--- src/rtl/pala_pkg.sv ---
`timescale 1ns / 1ps
`default_nettype none

package pala_pkg;

	localparam int unsigned TIME_W   = 32;
	localparam int unsigned HOLD_W   = 31;
	localparam int unsigned COLOR_W  = 3;
	localparam int unsigned PERIOD_W = 16;
	localparam int unsigned CFG_IDX_W  = 3;
	localparam int unsigned CFG_DATA_W = 31;

	localparam logic [HOLD_W-1:0]   HOLD_MOTION_RST  = 31'd15000;
	localparam logic [HOLD_W-1:0]   HOLD_GAS_RST     = 31'd5000;
	localparam logic [COLOR_W-1:0]  COLOR_MOTION_RST = 3'd1;
	localparam logic [COLOR_W-1:0]  COLOR_GAS_RST    = 3'd3;
	localparam logic [COLOR_W-1:0]  BASE_COLOR_RST   = 3'd0;
	localparam logic [PERIOD_W-1:0] BLINK_PERIOD_RST = 16'd160;

	typedef enum logic [CFG_IDX_W-1:0] {
		REG_HOLD_MOTION  = 3'd0,
		REG_HOLD_GAS     = 3'd1,
		REG_COLOR_MOTION = 3'd2,
		REG_COLOR_GAS    = 3'd3,
		REG_BASE_COLOR   = 3'd4,
		REG_BLINK_PERIOD = 3'd5
	} reg_idx_t;

	typedef enum logic [1:0] {
		SRC_MOTION = 2'd0,
		SRC_GAS    = 2'd1,
		SRC_NONE   = 2'd2
	} src_t;

	typedef struct packed {
		logic [HOLD_W-1:0]   hold_motion;
		logic [HOLD_W-1:0]   hold_gas;
		logic [COLOR_W-1:0]  color_motion;
		logic [COLOR_W-1:0]  color_gas;
		logic [COLOR_W-1:0]  base_color;
		logic [PERIOD_W-1:0] blink_period;
	} cfg_t;

	typedef struct packed {
		logic [COLOR_W-1:0] led_color;
		logic               alarm_on;
		src_t               winning_source;
	} result_t;

endpackage

`default_nettype wire

--- src/rtl/pala_cfg_regs.sv ---
`timescale 1ns / 1ps
`default_nettype none

module pala_cfg_regs (
	input  wire logic                                clk,
	input  wire logic                                arst_n,
	input  wire logic                                cfg_valid,
	input  wire logic [pala_pkg::CFG_IDX_W-1:0]      cfg_index,
	input  wire logic [pala_pkg::CFG_DATA_W-1:0]     cfg_data,
	output pala_pkg::cfg_t                           cfg
);

	pala_pkg::cfg_t cfg_q;

	always_ff @(posedge clk or negedge arst_n) begin
		if (!arst_n) begin
			cfg_q.hold_motion  <= pala_pkg::HOLD_MOTION_RST;
			cfg_q.hold_gas     <= pala_pkg::HOLD_GAS_RST;
			cfg_q.color_motion <= pala_pkg::COLOR_MOTION_RST;
			cfg_q.color_gas    <= pala_pkg::COLOR_GAS_RST;
			cfg_q.base_color   <= pala_pkg::BASE_COLOR_RST;
			cfg_q.blink_period <= pala_pkg::BLINK_PERIOD_RST;
		end else if (cfg_valid) begin
			// Indices with no register behind them are dropped.
			unique case (pala_pkg::reg_idx_t'(cfg_index))
				pala_pkg::REG_HOLD_MOTION: begin
					cfg_q.hold_motion <= cfg_data[pala_pkg::HOLD_W-1:0];
				end
				pala_pkg::REG_HOLD_GAS: begin
					cfg_q.hold_gas <= cfg_data[pala_pkg::HOLD_W-1:0];
				end
				pala_pkg::REG_COLOR_MOTION: begin
					cfg_q.color_motion <= cfg_data[pala_pkg::COLOR_W-1:0];
				end
				pala_pkg::REG_COLOR_GAS: begin
					cfg_q.color_gas <= cfg_data[pala_pkg::COLOR_W-1:0];
				end
				pala_pkg::REG_BASE_COLOR: begin
					cfg_q.base_color <= cfg_data[pala_pkg::COLOR_W-1:0];
				end
				pala_pkg::REG_BLINK_PERIOD: begin
					cfg_q.blink_period <= cfg_data[pala_pkg::PERIOD_W-1:0];
				end
				default: begin
				end
			endcase
		end
	end

	assign cfg = cfg_q;

endmodule

`default_nettype wire

--- src/rtl/pala_eval.sv ---
`timescale 1ns / 1ps
`default_nettype none

module pala_eval (
	input  wire logic                              clk,
	input  wire logic                              arst_n,
	input  wire logic                              advance,
	input  wire logic [pala_pkg::TIME_W-1:0]       now_ms,
	input  wire logic                              motion_flag,
	input  wire logic                              gas_flag,
	input  pala_pkg::cfg_t                         cfg,
	output pala_pkg::result_t                      result
);

	logic [pala_pkg::TIME_W-1:0] deadline_motion_q;
	logic [pala_pkg::TIME_W-1:0] deadline_gas_q;
	logic                        phase_motion_q;
	logic                        phase_gas_q;
	logic [pala_pkg::TIME_W-1:0] last_toggle_q;
	logic                        override_q;

	logic [pala_pkg::TIME_W-1:0] diff_motion;
	logic [pala_pkg::TIME_W-1:0] diff_gas;
	logic [pala_pkg::TIME_W-1:0] new_deadline_motion;
	logic [pala_pkg::TIME_W-1:0] new_deadline_gas;
	logic [pala_pkg::TIME_W-1:0] elapsed;
	logic                        ahead_motion;
	logic                        ahead_gas;
	pala_pkg::src_t              win;
	logic                        win_phase;
	logic                        toggle;
	logic                        phase_next;
	logic [pala_pkg::COLOR_W-1:0] win_color;

	assign diff_motion = deadline_motion_q - now_ms;
	assign diff_gas    = deadline_gas_q - now_ms;
	assign new_deadline_motion = now_ms + {1'b0, cfg.hold_motion};
	assign new_deadline_gas    = now_ms + {1'b0, cfg.hold_gas};

	// A fresh flag puts the deadline exactly hold ms ahead, and hold is below 2^31,
	// so it is ahead whenever hold is nonzero.
	assign ahead_motion = motion_flag ? (cfg.hold_motion != '0)
		: (diff_motion != '0) && !diff_motion[pala_pkg::TIME_W-1];
	assign ahead_gas = gas_flag ? (cfg.hold_gas != '0)
		: (diff_gas != '0) && !diff_gas[pala_pkg::TIME_W-1];

	always_comb begin
		if (ahead_motion) begin
			win = pala_pkg::SRC_MOTION;
		end else if (ahead_gas) begin
			win = pala_pkg::SRC_GAS;
		end else begin
			win = pala_pkg::SRC_NONE;
		end
	end

	assign elapsed    = now_ms - last_toggle_q;
	assign win_phase  = (win == pala_pkg::SRC_MOTION) ? phase_motion_q : phase_gas_q;
	assign win_color  = (win == pala_pkg::SRC_MOTION) ? cfg.color_motion : cfg.color_gas;
	assign toggle     = !win_phase || (elapsed >= {16'b0, cfg.blink_period});
	assign phase_next = win_phase ^ toggle;

	always_comb begin
		if (win == pala_pkg::SRC_NONE) begin
			result.led_color      = cfg.base_color;
			result.alarm_on       = 1'b0;
		end else begin
			result.led_color      = phase_next ? win_color : '0;
			result.alarm_on       = 1'b1;
		end
		result.winning_source = win;
	end

	always_ff @(posedge clk or negedge arst_n) begin
		if (!arst_n) begin
			deadline_motion_q <= '0;
			deadline_gas_q    <= '0;
			phase_motion_q    <= 1'b0;
			phase_gas_q       <= 1'b0;
			last_toggle_q     <= '0;
			override_q        <= 1'b0;
		end else if (advance) begin
			if (motion_flag) begin
				deadline_motion_q <= new_deadline_motion;
			end
			// The walk stops at motion when it wins, so gas is left alone.
			if (gas_flag && !ahead_motion) begin
				deadline_gas_q <= new_deadline_gas;
			end
			if (win != pala_pkg::SRC_NONE) begin
				override_q <= 1'b1;
				if (toggle) begin
					last_toggle_q <= now_ms;
					if (win == pala_pkg::SRC_MOTION) begin
						phase_motion_q <= phase_next;
					end else begin
						phase_gas_q <= phase_next;
					end
				end
			end else if (override_q) begin
				override_q     <= 1'b0;
				phase_motion_q <= 1'b0;
				phase_gas_q    <= 1'b0;
				last_toggle_q  <= now_ms;
			end
		end
	end

	a_win_sets_override: assert property (@(posedge clk) disable iff (!arst_n)
		advance && (win != pala_pkg::SRC_NONE) |=> override_q)
		else $error("override not set after a winning request");

	a_idle_clears_override: assert property (@(posedge clk) disable iff (!arst_n)
		advance && (win == pala_pkg::SRC_NONE) |=> !override_q && !phase_motion_q && !phase_gas_q)
		else $error("alarm state not cleared after a request with no winner");

endmodule

`default_nettype wire

--- src/rtl/priority_alarm_led_annunciator.sv ---
`timescale 1ns / 1ps
`default_nettype none

// Priority alarm LED annunciator.
// Requests arrive on the in channel (now_ms, motion_flag, gas_flag) with
// in_valid/in_ready; results leave on the out channel (led_color, alarm_on,
// winning_source) with out_valid/out_ready. Each request gives exactly one
// result, in order. Registers are written through cfg_valid/cfg_index/cfg_data;
// cfg_ready is always high and a write lands on the edge it is taken.
// A request is captured in the input register, evaluated combinationally
// against the alarm state and moved into the result register, whose contents
// drive the outputs. One request per cycle is sustained while out_ready stays
// high; the alarm state (deadlines, blink phases, last toggle time) is
// updated in the same cycle that the request moves to the result register.
// When the receiver stalls, the result register holds and the input register
// still takes one further request; in_ready then drops until out_ready returns.
// Asynchronous reset clears the valid flags of both registers, the alarm state
// and restores the register defaults (15000 ms, 5000 ms, red, yellow, off, 160 ms).
module priority_alarm_led_annunciator (
	input  wire logic                               clk,
	input  wire logic                               arst_n,
	input  wire logic                               in_valid,
	output logic                                    in_ready,
	input  wire logic [pala_pkg::TIME_W-1:0]        now_ms,
	input  wire logic                               motion_flag,
	input  wire logic                               gas_flag,
	output logic                                    out_valid,
	input  wire logic                               out_ready,
	output logic [pala_pkg::COLOR_W-1:0]            led_color,
	output logic                                    alarm_on,
	output logic [1:0]                              winning_source,
	input  wire logic                               cfg_valid,
	output logic                                    cfg_ready,
	input  wire logic [pala_pkg::CFG_IDX_W-1:0]     cfg_index,
	input  wire logic [pala_pkg::CFG_DATA_W-1:0]    cfg_data
);

	pala_pkg::cfg_t    cfg;
	pala_pkg::result_t result;
	pala_pkg::result_t res_s2;

	logic                        valid_s1;
	logic [pala_pkg::TIME_W-1:0] now_s1;
	logic                        motion_s1;
	logic                        gas_s1;
	logic                        valid_s2;
	logic                        advance;

	assign advance   = valid_s1 && (!valid_s2 || out_ready);
	assign in_ready  = !valid_s1 || advance;
	assign cfg_ready = 1'b1;

	pala_cfg_regs u_cfg (
		.clk       (clk),
		.arst_n    (arst_n),
		.cfg_valid (cfg_valid),
		.cfg_index (cfg_index),
		.cfg_data  (cfg_data),
		.cfg       (cfg)
	);

	pala_eval u_eval (
		.clk         (clk),
		.arst_n      (arst_n),
		.advance     (advance),
		.now_ms      (now_s1),
		.motion_flag (motion_s1),
		.gas_flag    (gas_s1),
		.cfg         (cfg),
		.result      (result)
	);

	always_ff @(posedge clk or negedge arst_n) begin
		if (!arst_n) begin
			valid_s1 <= 1'b0;
			valid_s2 <= 1'b0;
		end else begin
			if (in_ready) begin
				valid_s1 <= in_valid;
			end
			if (advance) begin
				valid_s2 <= 1'b1;
			end else if (out_ready) begin
				valid_s2 <= 1'b0;
			end
		end
	end

	always_ff @(posedge clk) begin
		if (in_valid && in_ready) begin
			now_s1    <= now_ms;
			motion_s1 <= motion_flag;
			gas_s1    <= gas_flag;
		end
		if (advance) begin
			res_s2 <= result;
		end
	end

	assign out_valid      = valid_s2;
	assign led_color      = res_s2.led_color;
	assign alarm_on       = res_s2.alarm_on;
	assign winning_source = res_s2.winning_source;

	a_advance_fills_out: assert property (@(posedge clk) disable iff (!arst_n)
		advance |=> valid_s2)
		else $error("result register not loaded after advance");

	a_stall_only_when_full: assert property (@(posedge clk) disable iff (!arst_n)
		!in_ready |-> valid_s1 && valid_s2 && !out_ready)
		else $error("input stalled while a register was free");

	a_alarm_matches_source: assert property (@(posedge clk) disable iff (!arst_n)
		valid_s2 |-> (alarm_on == (res_s2.winning_source != pala_pkg::SRC_NONE)))
		else $error("alarm_on disagrees with the winning source");

endmodule

`default_nettype wire

--- config.mk ---
export PLATFORM = sky130hd
export DESIGN_NAME = priority_alarm_led_annunciator
export DESIGN_NICKNAME = d
export VERILOG_FILES = /design/src/rtl/pala_pkg.sv /design/src/rtl/pala_cfg_regs.sv /design/src/rtl/pala_eval.sv /design/src/rtl/priority_alarm_led_annunciator.sv
export SDC_FILE = /design/constraint.sdc
export NUM_CORES = 1
export LEC_CHECK = 0
export BUFFER_PORTS_ARGS = -buffer_cell sky130_fd_sc_hd__clkbuf_2
export CAP_MARGIN = 20
export CORE_MARGIN = 2
export CORE_UTILIZATION = 40
export CTS_BUF_LIST = sky130_fd_sc_hd__clkbuf_4 sky130_fd_sc_hd__clkbuf_8 sky130_fd_sc_hd__clkbuf_16
export DETAILED_ROUTE_END_ITERATION = 12
export PLACE_DENSITY_LB_ADDON = 0.25
export RECOVER_POWER = 50
export SYNTH_ARGS = -nofsm -noshare
export SYNTH_HDL_FRONTEND = slang
export SYNTH_SLANG_ARGS = --single-unit
--- constraint.sdc ---
create_clock -name clk -period 6.6 [get_ports clk]
set_clock_uncertainty 0.2 [all_clocks]
set_input_delay 1.32 -clock clk [delete_from_list [all_inputs] [get_ports clk]]
set_output_delay 1.32 -clock clk [all_outputs]
set_load 0.01 [all_outputs]
==> metrics.md <==
| Metric | Value |
|---|---|
| Final WS setup | `0.5381 ns` |
| Max cap viols | `2` |
| DRT iter0 DRCs | `~1000` |
| Non-Filler Instances | `2587` |
| Yosys warns | `0` |
| Power Total | `8.096 mW` |
| Final Util | `between 40% and 50%` |
| Global-route usage over all layers | `between 20% and 30%` |
| Vias | `15187` |
| DR DRC count | `0` |
| First-pass GRT wire length | `85060 µm` |
| Failing checks | `capacitance limit, slew limit` |
| Std-Cell Rows | `77` |
| Crit-path slowest cell | `or4_4` |
| Largest net degree at the start of global routing | `between 100 and 150` |
| Initial core utilization | `40.26%` |
| Final instance area | `slightly below 20000 µm²` |
| Post-synth EDFFs | `40` |
| Total core area | `about 44000 µm²` |
| WP data required | `slightly below 7 ns` |
| Cells after Synth | `1907` |
| PortBufs | `80` |
| Most frequent cells in the layout | `ha_1, dfrtp_1, a21oi_1, inv_1, nand2_1` |
| Async set or reset register ratio after synthesis | `82.46%` |
| Critical path capture point type | `flop` |
| R2R Setup Slk | `between 0.5 and 0.6 ns` |
| CTS tree | `yes` |
| Critical Path Source Type | `flop` |
| Synth Net Count | `roughly 2200` |
| Worst-path clk slew | `0.07 ns` |
| CTS Sinks | `228` |
| Distinct cells, synth | `81` |
| Pre-Repair DR Iteration Count | `5` |
| Die height | `around 210 µm` |
| Area Overhead vs Synth | `11.18%` |
| Final Hold Viols | `0` |
| CP cell instances | `inv_1 > ha_1 > inv_1 > fa_1 > a211oi_1 > o21ai_1 > o21ai_1 > o21ai_0 > a21o_1 > a21oi_1 > xnor2_1 > ha_1 > nand3_1 > nor2_1 > a21oi_1 > o2111ai_1 > a2111oi_2 > o2111ai_1 > a2111oi_2 > nand4_1 > or4_1 > or4_4 > a2111oi_0 > a221o_1` |
| Cell Pwr Density | `about 410 nW/µm²` |
| P_leak | `8.716 nW` |
| H-Tree Depth | `1` |
| Final net count | `approximately 2200` |
| RSZ-0062 raised after global routing | `no` |
| Share of cells above drive strength 1 | `between 15 and 20%` |
| Synth Register Bits | `between 200 and 250` |
| Synthesized cell area | `between 15000 and 20000 µm²` |
| Clock latency on the worst-skew pair | `0.56 ns` |
| Worst VDD drop | `~0.00023 V` |
| Die area | `about 46000 µm²` |
| Fin crit period | `a little over 6 ns` |
| Max incr delay on CP | `0.48 ns` |
| Antenna cells | `0` |
| Clk root buf | `clkbuf_16` |
| Routed len/inst | `21.27 µm` |
| Fmax | `approximately 160 MHz` |
| Setup WS pre-CTS | `between 0.2 and 0.25 ns` |
| Final setup fails | `0` |
| Top FF cell, synth | `dfrtp_1` |
| DRT Wirelength | `around 55000 µm` |
| Number of global-route vias before repair | `~15000` |
| Worst-case clock buffer depth | `3` |
| Initial antenna violation count | `0` |
| Arrival @ worst endpoint | `6.29 ns` |
| Die width | `~210 µm` |
| WP buf/inv | `2` |
| # IOs | `82` |
| Synthesized area per cell | `slightly above 9 µm²` |
| Dpl cell area | `between 15000 and 20000 µm²` |
| Final hold slack | `around 0.28 ns` |
| Hold Path Class | `flop to flop` |
| Least-Margin Pin Slew | `approximately 4.5 ns` |
| Post-route ant nets | `0` |
| Seq/Total Area, Yosys | `33.51%` |
| GPL Wtd Cong | `just under 1` |
| Vias per cell | `5.871` |
| Post-DP HPWL | `between 40000 and 50000 µm` |
| CP delay by family, top | `compound AO/OA/AOI/OAI gates` |
| Max-slew headroom | `-199.9%` |
| Setup CP Type | `flop to flop` |
| Setup_tns | `0 ns` |
| Crit path max fanout | `6` |
| Final clock period utilization by the worst path | `91.85%` |
| Hold_buf cts | `0` |
| Overflow after GRT | `0` |
| DP Cell Count | `between 2000 and 3000` |
| Slew Limit Fails | `between 100 and 150` |
| CTS Buf Count | `26` |
| Status | `finished, violations left` |
## logic make-up (layout without fill, tap and decap cells)
family	after synthesis	after routing	share of synthesized area (%)
and+or+nand+nor	520	520	14.91
xor gates and xnor gates	95	95	4.704
muxes	167	167	10.36
buffers and inverters	186	274	4.018
AOI/OAI and AO/OA	534	534	19.82
DFF	228	228	33.51
adders and majority gates	176	176	12.66
other	1	1	0.02120
## layer usage
layer	GRT usage, %	part of all wire [%]	vias to the layer above	wire (µm)
met2	38.55	46	490	25250
met4	6.667	2.7	0	1497
met1	33.49	46	7393	25140
li1	-	-	7228	-
met5	0	0	-	0
met3	1.929	5.7	76	3137
## cells in the mapped netlist, drive strengths merged, types with 40 or more instances
master,n,share of area [%]
o21ai,117,3.4
inv,133,2.8
xor2,41,2.0
clkbuf,41,0.87
mux2,128,8.1
ha,171,12
nand2,131,2.8
a21oi,137,3.9
nor2,108,2.3
a21o,46,2.0
nand3,45,1.3
xnor2,54,2.7
edfxtp,40,6.8
dfrtp,171,24
## path summary, 6_finish.rpt
| kind | from | endpoint | cells after the start |
|---|---|---|---|
| setup / recovery | now_s1[0] | led_color[1] | 24 |
| hold / removal | u_eval.deadline_motion_q[19] | u_eval.deadline_motion_q[19] | 2 |
| setup reg to reg | now_s1[0] | led_color[1] | 24 |
| hold reg to reg | u_eval.deadline_motion_q[19] | u_eval.deadline_motion_q[19] | 2 |
| max in group asynchronous | arst_n | u_cfg.cfg[11] | 2 |
| min in group asynchronous | arst_n | u_eval.deadline_motion_q[27] | 1 |
## area by class of cell
cell class / count / area [µm²]
Clock buffer: 30 / 704.4
Sequential cell: 228 / 5927
Clock inverter: 18 / 214.0
Multi-Input combinational cell: 1493 / 11090
Fill cell: 4327 / 24270
Tap cell: 592 / 740.7
Inverter: 133 / 499.2
Timing Repair Buffer: 93 / 488.0
## state kept, by name, indices dropped and copies added, names as in the netlist
signal,flops
u_eval.last_toggle_q,32
led_color,3
alarm_on,1
out_valid,1
u_eval.phase_gas_q,1
u_eval.override_q,1
winning_source,2
valid_s1,1
gas_s1,1
u_eval.phase_motion_q,1
now_s1,32
motion_s1,1
u_eval.deadline_motion_q,32
u_eval.deadline_gas_q,32
u_cfg.cfg,87
## worst min-delay path: stages, from the launching register on
cell and delay (ns):
dfrtp_1 0.35, nand2_1 0.04, o21ai_0 0.06
## timing repair
action	4_1_cts	5_1_grt
setup buffers	0	2
endpoints found under the setup margin	0	36
gates resized for setup	0	4
## where the power goes
group	internal (mW)	switching (mW)	total [mW]
sequential	1.84	0.315	2.16
combinational	1.78	2.60	4.38
clock	0.925	0.635	1.56
No activity file was read; power rests on OpenSTA's default activity.
